<file path="src/hw/rtl/cpt_pkg.sv">
// ----------------------------------------------------------------------------
// cpt_pkg: shared definitions for the capture period tachometer
// Register indexes, field widths and reset values of the configuration.
// ----------------------------------------------------------------------------
package cpt_pkg;

	localparam int CLK_W   = 27;
	localparam int PPR_W   = 7;
	localparam int NUM_W   = 33;
	localparam int SPEED_W = 33;
	localparam int CFG_W   = 27;
	localparam int IDX_W   = 1;

	localparam logic [IDX_W-1:0] REG_CLOCK_HZ      = 1'b0;
	localparam logic [IDX_W-1:0] REG_EDGES_PER_REV = 1'b1;

	localparam logic [CLK_W-1:0] CLOCK_HZ_RESET = 27'd16000000;
	localparam logic [PPR_W-1:0] PPR_RESET      = 7'd1;

endpackage

</file>
<file path="src/hw/rtl/capture_period_tachometer_top.sv">
// ----------------------------------------------------------------------------
// capture_period_tachometer_top: two-channel capture period tachometer
// Each request passes the period subtract, the period multiply, a divider
// start, 33 serial divider steps and a load of the result.
// A new request is taken only once the last result has been handed off at
// the output, so the 33-step serial divider and any output wait set the rate.
// Reset clears the stamps to zero and loads the clock rate and edges per
// revolution registers with their defaults.
// ----------------------------------------------------------------------------
module capture_period_tachometer_top #(
	parameter int STAMP_BITS = 16,
	parameter int CHANNELS   = 2
) (
	input  logic                         clk,
	input  logic                         arst_n,
	input  logic                         s_axis_tvalid,
	output logic                         s_axis_tready,
	// [STAMP_BITS-1:0] capture_time, zero padded to bytes
	input  logic [((STAMP_BITS+7)/8)*8-1:0] s_axis_tdata,
	// [0] channel
	input  logic                         s_axis_tuser,
	output logic                         m_axis_tvalid,
	input  logic                         m_axis_tready,
	// [STAMP_BITS-1:0] period_ticks, then speed_rpm (33 bits), zero padded
	output logic [((STAMP_BITS+cpt_pkg::SPEED_W+7)/8)*8-1:0] m_axis_tdata,
	// [0] channel_out
	output logic                         m_axis_tuser,
	input  logic                         cfg_we,
	input  logic [cpt_pkg::IDX_W-1:0]    cfg_index,
	input  logic [cpt_pkg::CFG_W-1:0]    cfg_data
);

	localparam int OUT_W  = ((STAMP_BITS + cpt_pkg::SPEED_W + 7) / 8) * 8;
	localparam int DEN_W  = STAMP_BITS + cpt_pkg::PPR_W;
	localparam int SLOT_W = (CHANNELS > 1) ? $clog2(CHANNELS) : 1;

	typedef enum logic [1:0] {
		ST_IDLE,
		ST_MUL,
		ST_DIV,
		ST_SEND
	} state_t;

	state_t                      state_q;
	logic [cpt_pkg::CLK_W-1:0]   clock_hz_q;
	logic [cpt_pkg::PPR_W-1:0]   ppr_q;
	logic [STAMP_BITS-1:0]       stamp_q [CHANNELS];
	logic [STAMP_BITS-1:0]       period_q;
	logic                        channel_q;
	logic [DEN_W-1:0]            den_q;
	logic [cpt_pkg::NUM_W-1:0]   num_q;
	logic                        den_zero_q;
	logic                        div_start_q;
	logic                        out_valid_q;
	logic [cpt_pkg::SPEED_W-1:0] speed_q;

	logic [SLOT_W-1:0]           slot;
	logic [STAMP_BITS-1:0]       capture_time;
	logic                        accept;
	logic                        div_done;
	logic [cpt_pkg::NUM_W-1:0]   quot;
	logic [cpt_pkg::NUM_W-1:0]   clk_x64;
	logic [cpt_pkg::NUM_W-1:0]   clk_x4;
	logic [DEN_W-1:0]            product;

	assign capture_time = s_axis_tdata[STAMP_BITS-1:0];
	assign slot         = (CHANNELS == 1) ? '0 : SLOT_W'(s_axis_tuser);
	assign s_axis_tready = (state_q == ST_IDLE);
	assign accept       = s_axis_tvalid && s_axis_tready;

	assign clk_x64 = cpt_pkg::NUM_W'(clock_hz_q) << 6;
	assign clk_x4  = cpt_pkg::NUM_W'(clock_hz_q) << 2;
	assign product = DEN_W'(period_q) * DEN_W'(ppr_q);

	always_ff @(posedge clk or negedge arst_n) begin
		if (!arst_n) begin
			clock_hz_q <= cpt_pkg::CLOCK_HZ_RESET;
			ppr_q      <= cpt_pkg::PPR_RESET;
		end else if (cfg_we) begin
			unique case (cfg_index)
				cpt_pkg::REG_CLOCK_HZ:      clock_hz_q <= cfg_data[cpt_pkg::CLK_W-1:0];
				cpt_pkg::REG_EDGES_PER_REV: ppr_q      <= cfg_data[cpt_pkg::PPR_W-1:0];
				default:                    ppr_q      <= ppr_q;
			endcase
		end
	end

	always_ff @(posedge clk or negedge arst_n) begin
		if (!arst_n) begin
			for (int k = 0; k < CHANNELS; k++) begin
				stamp_q[k] <= '0;
			end
		end else if (accept) begin
			stamp_q[slot] <= capture_time;
		end
	end

	always_ff @(posedge clk or negedge arst_n) begin
		if (!arst_n) begin
			state_q     <= ST_IDLE;
			div_start_q <= 1'b0;
			out_valid_q <= 1'b0;
		end else begin
			div_start_q <= 1'b0;
			unique case (state_q)
				ST_IDLE: begin
					if (accept) begin
						period_q  <= capture_time - stamp_q[slot];
						channel_q <= s_axis_tuser;
						state_q   <= ST_MUL;
					end
				end
				ST_MUL: begin
					den_q       <= product;
					den_zero_q  <= (product == '0);
					num_q       <= clk_x64 - clk_x4;
					div_start_q <= 1'b1;
					state_q     <= ST_DIV;
				end
				ST_DIV: begin
					if (div_done) begin
						speed_q     <= den_zero_q ? '0 : quot;
						out_valid_q <= 1'b1;
						state_q     <= ST_SEND;
					end
				end
				ST_SEND: begin
					if (m_axis_tready) begin
						out_valid_q <= 1'b0;
						state_q     <= ST_IDLE;
					end
				end
				default: state_q <= ST_IDLE;
			endcase
		end
	end

	cpt_div #(
		.NUM_W(cpt_pkg::NUM_W),
		.DEN_W(DEN_W)
	) u_div (
		.clk   (clk),
		.arst_n(arst_n),
		.start (div_start_q),
		.num   (num_q),
		.den   (den_q),
		.done  (div_done),
		.quot  (quot)
	);

	assign m_axis_tvalid = out_valid_q;
	assign m_axis_tuser  = channel_q;
	assign m_axis_tdata  = OUT_W'({speed_q, period_q});

endmodule

</file>
<file path="src/hw/rtl/cpt_div.sv">
// ----------------------------------------------------------------------------
// cpt_div: iterative restoring divider
// One quotient bit per cycle through a shared subtract and compare unit.
// ----------------------------------------------------------------------------
module cpt_div #(
	parameter int NUM_W = 33,
	parameter int DEN_W = 23
) (
	input  logic             clk,
	input  logic             arst_n,
	input  logic             start,
	input  logic [NUM_W-1:0] num,
	input  logic [DEN_W-1:0] den,
	output logic             done,
	output logic [NUM_W-1:0] quot
);

	localparam int CNT_W = $clog2(NUM_W + 1);

	typedef enum logic {
		ST_IDLE,
		ST_RUN
	} state_t;

	state_t           state_q;
	logic [CNT_W-1:0] cnt_q;
	logic [NUM_W-1:0] qn_q;
	logic [DEN_W-1:0] rem_q;
	logic [DEN_W-1:0] den_q;
	logic             done_q;

	logic [DEN_W:0] shifted;
	logic [DEN_W:0] diff;
	logic           fits;

	assign shifted = {rem_q, qn_q[NUM_W-1]};
	assign diff    = shifted - {1'b0, den_q};
	assign fits    = ~diff[DEN_W];

	always_ff @(posedge clk or negedge arst_n) begin
		if (!arst_n) begin
			state_q <= ST_IDLE;
			cnt_q   <= '0;
			done_q  <= 1'b0;
		end else begin
			done_q <= 1'b0;
			unique case (state_q)
				ST_IDLE: begin
					if (start) begin
						qn_q    <= num;
						den_q   <= den;
						rem_q   <= '0;
						cnt_q   <= CNT_W'(NUM_W - 1);
						state_q <= ST_RUN;
					end
				end
				ST_RUN: begin
					qn_q  <= {qn_q[NUM_W-2:0], fits};
					rem_q <= fits ? diff[DEN_W-1:0] : shifted[DEN_W-1:0];
					cnt_q <= cnt_q - CNT_W'(1);
					if (cnt_q == '0) begin
						done_q  <= 1'b1;
						state_q <= ST_IDLE;
					end
				end
				default: state_q <= ST_IDLE;
			endcase
		end
	end

	assign done = done_q;
	assign quot = qn_q;

endmodule

</file>
<file path="config.mk">
export PLATFORM = sky130hd
export DESIGN_NAME = capture_period_tachometer_top
export DESIGN_NICKNAME = d
export VERILOG_FILES = /design/src/hw/rtl/cpt_pkg.sv /design/src/hw/rtl/capture_period_tachometer_top.sv /design/src/hw/rtl/cpt_div.sv
export SDC_FILE = /design/constraint.sdc
export NUM_CORES = 1
export LEC_CHECK = 0
export BUFFER_PORTS_ARGS = -buffer_cell sky130_fd_sc_hd__buf_2
export CORE_AREA = 10 10 150 255
export CTS_CLUSTER_SIZE = 8
export DETAILED_ROUTE_END_ITERATION = 8
export DIE_AREA = 0 0 160 265
export PLACE_DENSITY = 0.64
export SLEW_MARGIN = 40
export SYNTH_ARGS = -nofsm -noshare
export SYNTH_HDL_FRONTEND = slang
export SYNTH_SLANG_ARGS = --single-unit
</file>
<file path="constraint.sdc">
create_clock -name clk -period 16.2 [get_ports clk]
set_input_delay 0 -clock clk [delete_from_list [all_inputs] [get_ports clk]]
set_output_delay 0 -clock clk [all_outputs]
set_load 0.02 [all_outputs]
</file>
==> flow_summary.yaml <==
die:
  initial_core_util: 0.4935
  die_w_um: 160
  rows: 89
  fp.coreArea_mm2: 0.03385
  die_h_um: 265
  die_area_mm2: 0.04240
  num_io_pins: 109
cells_and_area:
  syn_to_final_growth_pct: 16.55
  final_cell_mix: "184 x edfxtp_1, 149 x inv_1, 111 x nand2_1"
  final_common_cell: "edfxtp_1"
  drive_above_1_share: 0.1530
  nets: 1884
  num_antenna_cells: 0
routing:
  routed_via_density: 5.233
  dr_total_vias: 11203
  dr.pass1.iters: 5
  drc_errors: 0
  drt-total-wl_um: 35160
  wl_per_cell_um: 16.42
  drt-initial-drc-count: 552
  antenna_left: 0
pwr:
  seqPwrFrac: 0.269
  vdd_drop_max_v: 0.0001348
  power.clock.fraction: 0.171
  pwr-share-comb: 0.561
  p_leak_nw: 8.405
  p_sw_mw: 1.855
  swShare: 0.4114
  powerDensity_mw_per_mm2: 231.6
  p_int_mw: 2.654
grt:
  grt_usage: 0.1646
  antenna_found_initial: 0
  grt-ovfl-total: 0
  grt_pass1_wl_um: 58420
  grt_pass1_vias: 11840
  grt_max_degree: 57
placement:
  hpwl_um: 26610
  io_buffers: 101
  place_congestion: 0.8817
critical_path:
  cp_slowest_stage_delay_ps: 580
  cp_top_family: "adder cells"
  cp_slowest_cell: "dfrtp_1"
  path_cells: "and2_1 -> fa_1 -> fa_1 -> fa_1 -> inv_1 -> fa_1 -> inv_1 -> ha_1 -> a211o_1 -> a21oi_1 -> a2bb2oi_1 -> nand3_1 -> xnor2_1 -> or3_1 -> nor4_1 -> and4b_1"
  critPathMaxFanout: 17
  worst-endpoint-arrival_ps: 6060
  start_kind: "flop"
  cp_common_cell: "fa_1"
  critPathCaptureType: "flop"
  path_buf_inv: 2
  worstPathRequired_ps: 16600
  critPathKind: "flop to flop"
sta:
  drv_slew: 0
  maxSlewHeadroom: 0.5071
  period_needed_ps: 5663
  fmax_mhz: 176.6
  hold_ws_ps: 17.91
  tns_ps: 0
  worst_pin_slew_ps: 739.4
  setup_viol: 0
  final.period_utilization: 0.3496
  hold_viol: 0
  rsz0062_at_grt: "no"
  clock_skew_ps: 28.71
yosys:
  synthFlopType: "edfxtp_1"
  ys_types: 83
  postSynth.asyncResetShare: 0.2977
  seq_area_frac_synth: 0.4482
  synth_edf_count: 184
  synth_seq_cells: 262
  syn_avg_cell_area_um2: 11.26
  ys_warn_count: 0
  synthCells: 1484
  netlist_area_mm2: 0.01670
clock_network:
  cts_buffers: 39
  clk_pin_slew_ps: 50
  cts_hold_buf: 64
  tritoncts: "built"
  cts_setup_buffers: 0
  cts_sinks: 262
  clk_latency_ps: 540
  htreeDepth: 2
  cts_buffer_depth: 3
  cts_resized: 0
  clock-root-buffer: "clkbuf_16"
run:
  maxCapViolCount: 0
run_status:
  status: "finished, final reports clean"
min_path:
  hp-class: "primary input to asynchronous set/reset pin"
## worst paths after layout
| path | from | to | slack [ps] | cells after the start |
|---|---|---|---|---|
| max in group asynchronous | arst_n | ppr_q[0] | 15240 | 3 |
| max reg2reg | ppr_q[6] | den_zero_q | 10540 | 16 |
| min reg2reg | den_q[6] | u_div.den_q[6] | 410 | 0 |
| min | arst_n | clock_hz_q[19] | 20 | 2 |
| min in group clk | cfg_we | ppr_q[2] | 70 | 3 |
| max | ppr_q[6] | den_zero_q | 10540 | 16 |
## synthesized netlist by cell type (26+ instances only)
cell	n	area (um^2)
and2_1	85	531.8
xnor2_1	55	481.7
mux2i_1	32	320.3
inv_1	149	559.3
a21oi_1	61	305.3
dfrtp_1	70	1752
ha_1	108	1351
fa_1	71	1421
clkbuf_1	33	123.9
nand2_1	111	416.7
a21o_1	26	195.2
edfxtp_1	184	5525
o21ai_0	66	330.3
mux2_2	69	777.0
nor2b_1	44	275.3
nor2_1	60	225.2
## registers in the layout (all words and copies together) (netlist names), 2 cells and up
signal / count
speed_q: 33
ppr_q: 7
u_div.cnt_q: 6
u_div.quot: 33
stamp_q: 32
u_div.den_q: 23
den_q: 23
period_q: 16
state_q: 2
num_q: 31
clock_hz_q: 27
u_div.rem_q: 23
## power groups by stage
stage               logic (mW)  clock network, mW  registers [mW]
finish                    2.53              0.769            1.21
global route              2.86              0.818            1.24
CTS                       2.54              0.788            1.21
detailed placement        2.51                  0            1.22
global placement          2.47                  0            1.21
floorplan                 2.02                  0            1.19
## cell type report
class / instances / area (um^2)
clock inverters: 5 / 108.9
well taps: 455 / 569.3
repair buffers: 173 / 1216
fillers: 2889 / 14380
multi-input cells: 1029 / 8443
clock buffers: 67 / 1081
inverters: 150 / 564.3
flip-flops and latches: 262 / 7487
## through the flow
step | cell area, um^2 | cells | utilization | worst slack (ps) | total power, mW
3_5_place_dp | 17630 | 2005 | 0.5208 | 10560 | 3.733
2_1_floorplan | 16730 | 1490 | - | 11050 | 3.207
3_3_place_gp | 17600 | 2003 | 0.5199 | 10670 | 3.679
5_1_grt | 19470 | 2141 | 0.5751 | 10130 | 4.915
6_report | 19470 | 2141 | 0.5751 | 10540 | 4.509
4_1_cts | 19460 | 2141 | 0.5749 | 10540 | 4.541
## cells by family (layout without fill, tap and decap cells)
| group | count (synthesis) | after routing | synth area share |
|---|---|---|---|
| AO/OA/AOI/OAI | 252 | 252 | 0.09925 |
| adder cells (fa/ha/maj) | 179 | 179 | 0.1660 |
| buffers and inverters | 199 | 395 | 0.04958 |
| XOR/XNOR | 78 | 78 | 0.04090 |
| flip-flops | 262 | 262 | 0.4482 |
| other | 1 | 7 | 0.0002245 |
| multiplexers | 101 | 101 | 0.06569 |
| AND/OR/NAND/NOR | 412 | 412 | 0.1302 |
## metal layers
metal | GRT usage | vias up | wire, um
met5 | 0 | - | 0
met4 | 0.06300 | 0 | 1088
met3 | 0.03290 | 70 | 1532
met2 | 0.3060 | 187 | 18800
met1 | 0.1791 | 5413 | 13740
li1 | - | 5533 | -
## worst reg2reg max path, delay by kind of cell, from the launching register on
kind / cells / cell delay (ps)
AND/OR/NAND/NOR: 5 / 1180
AO/OA/AOI/OAI: 3 / 1090
XOR/XNOR: 1 / 150
flip-flops: 1 / 580
buffers and inverters: 2 / 90
adder cells (fa/ha/maj): 5 / 2440
Note: power is estimated with default switching activity, not from simulation.
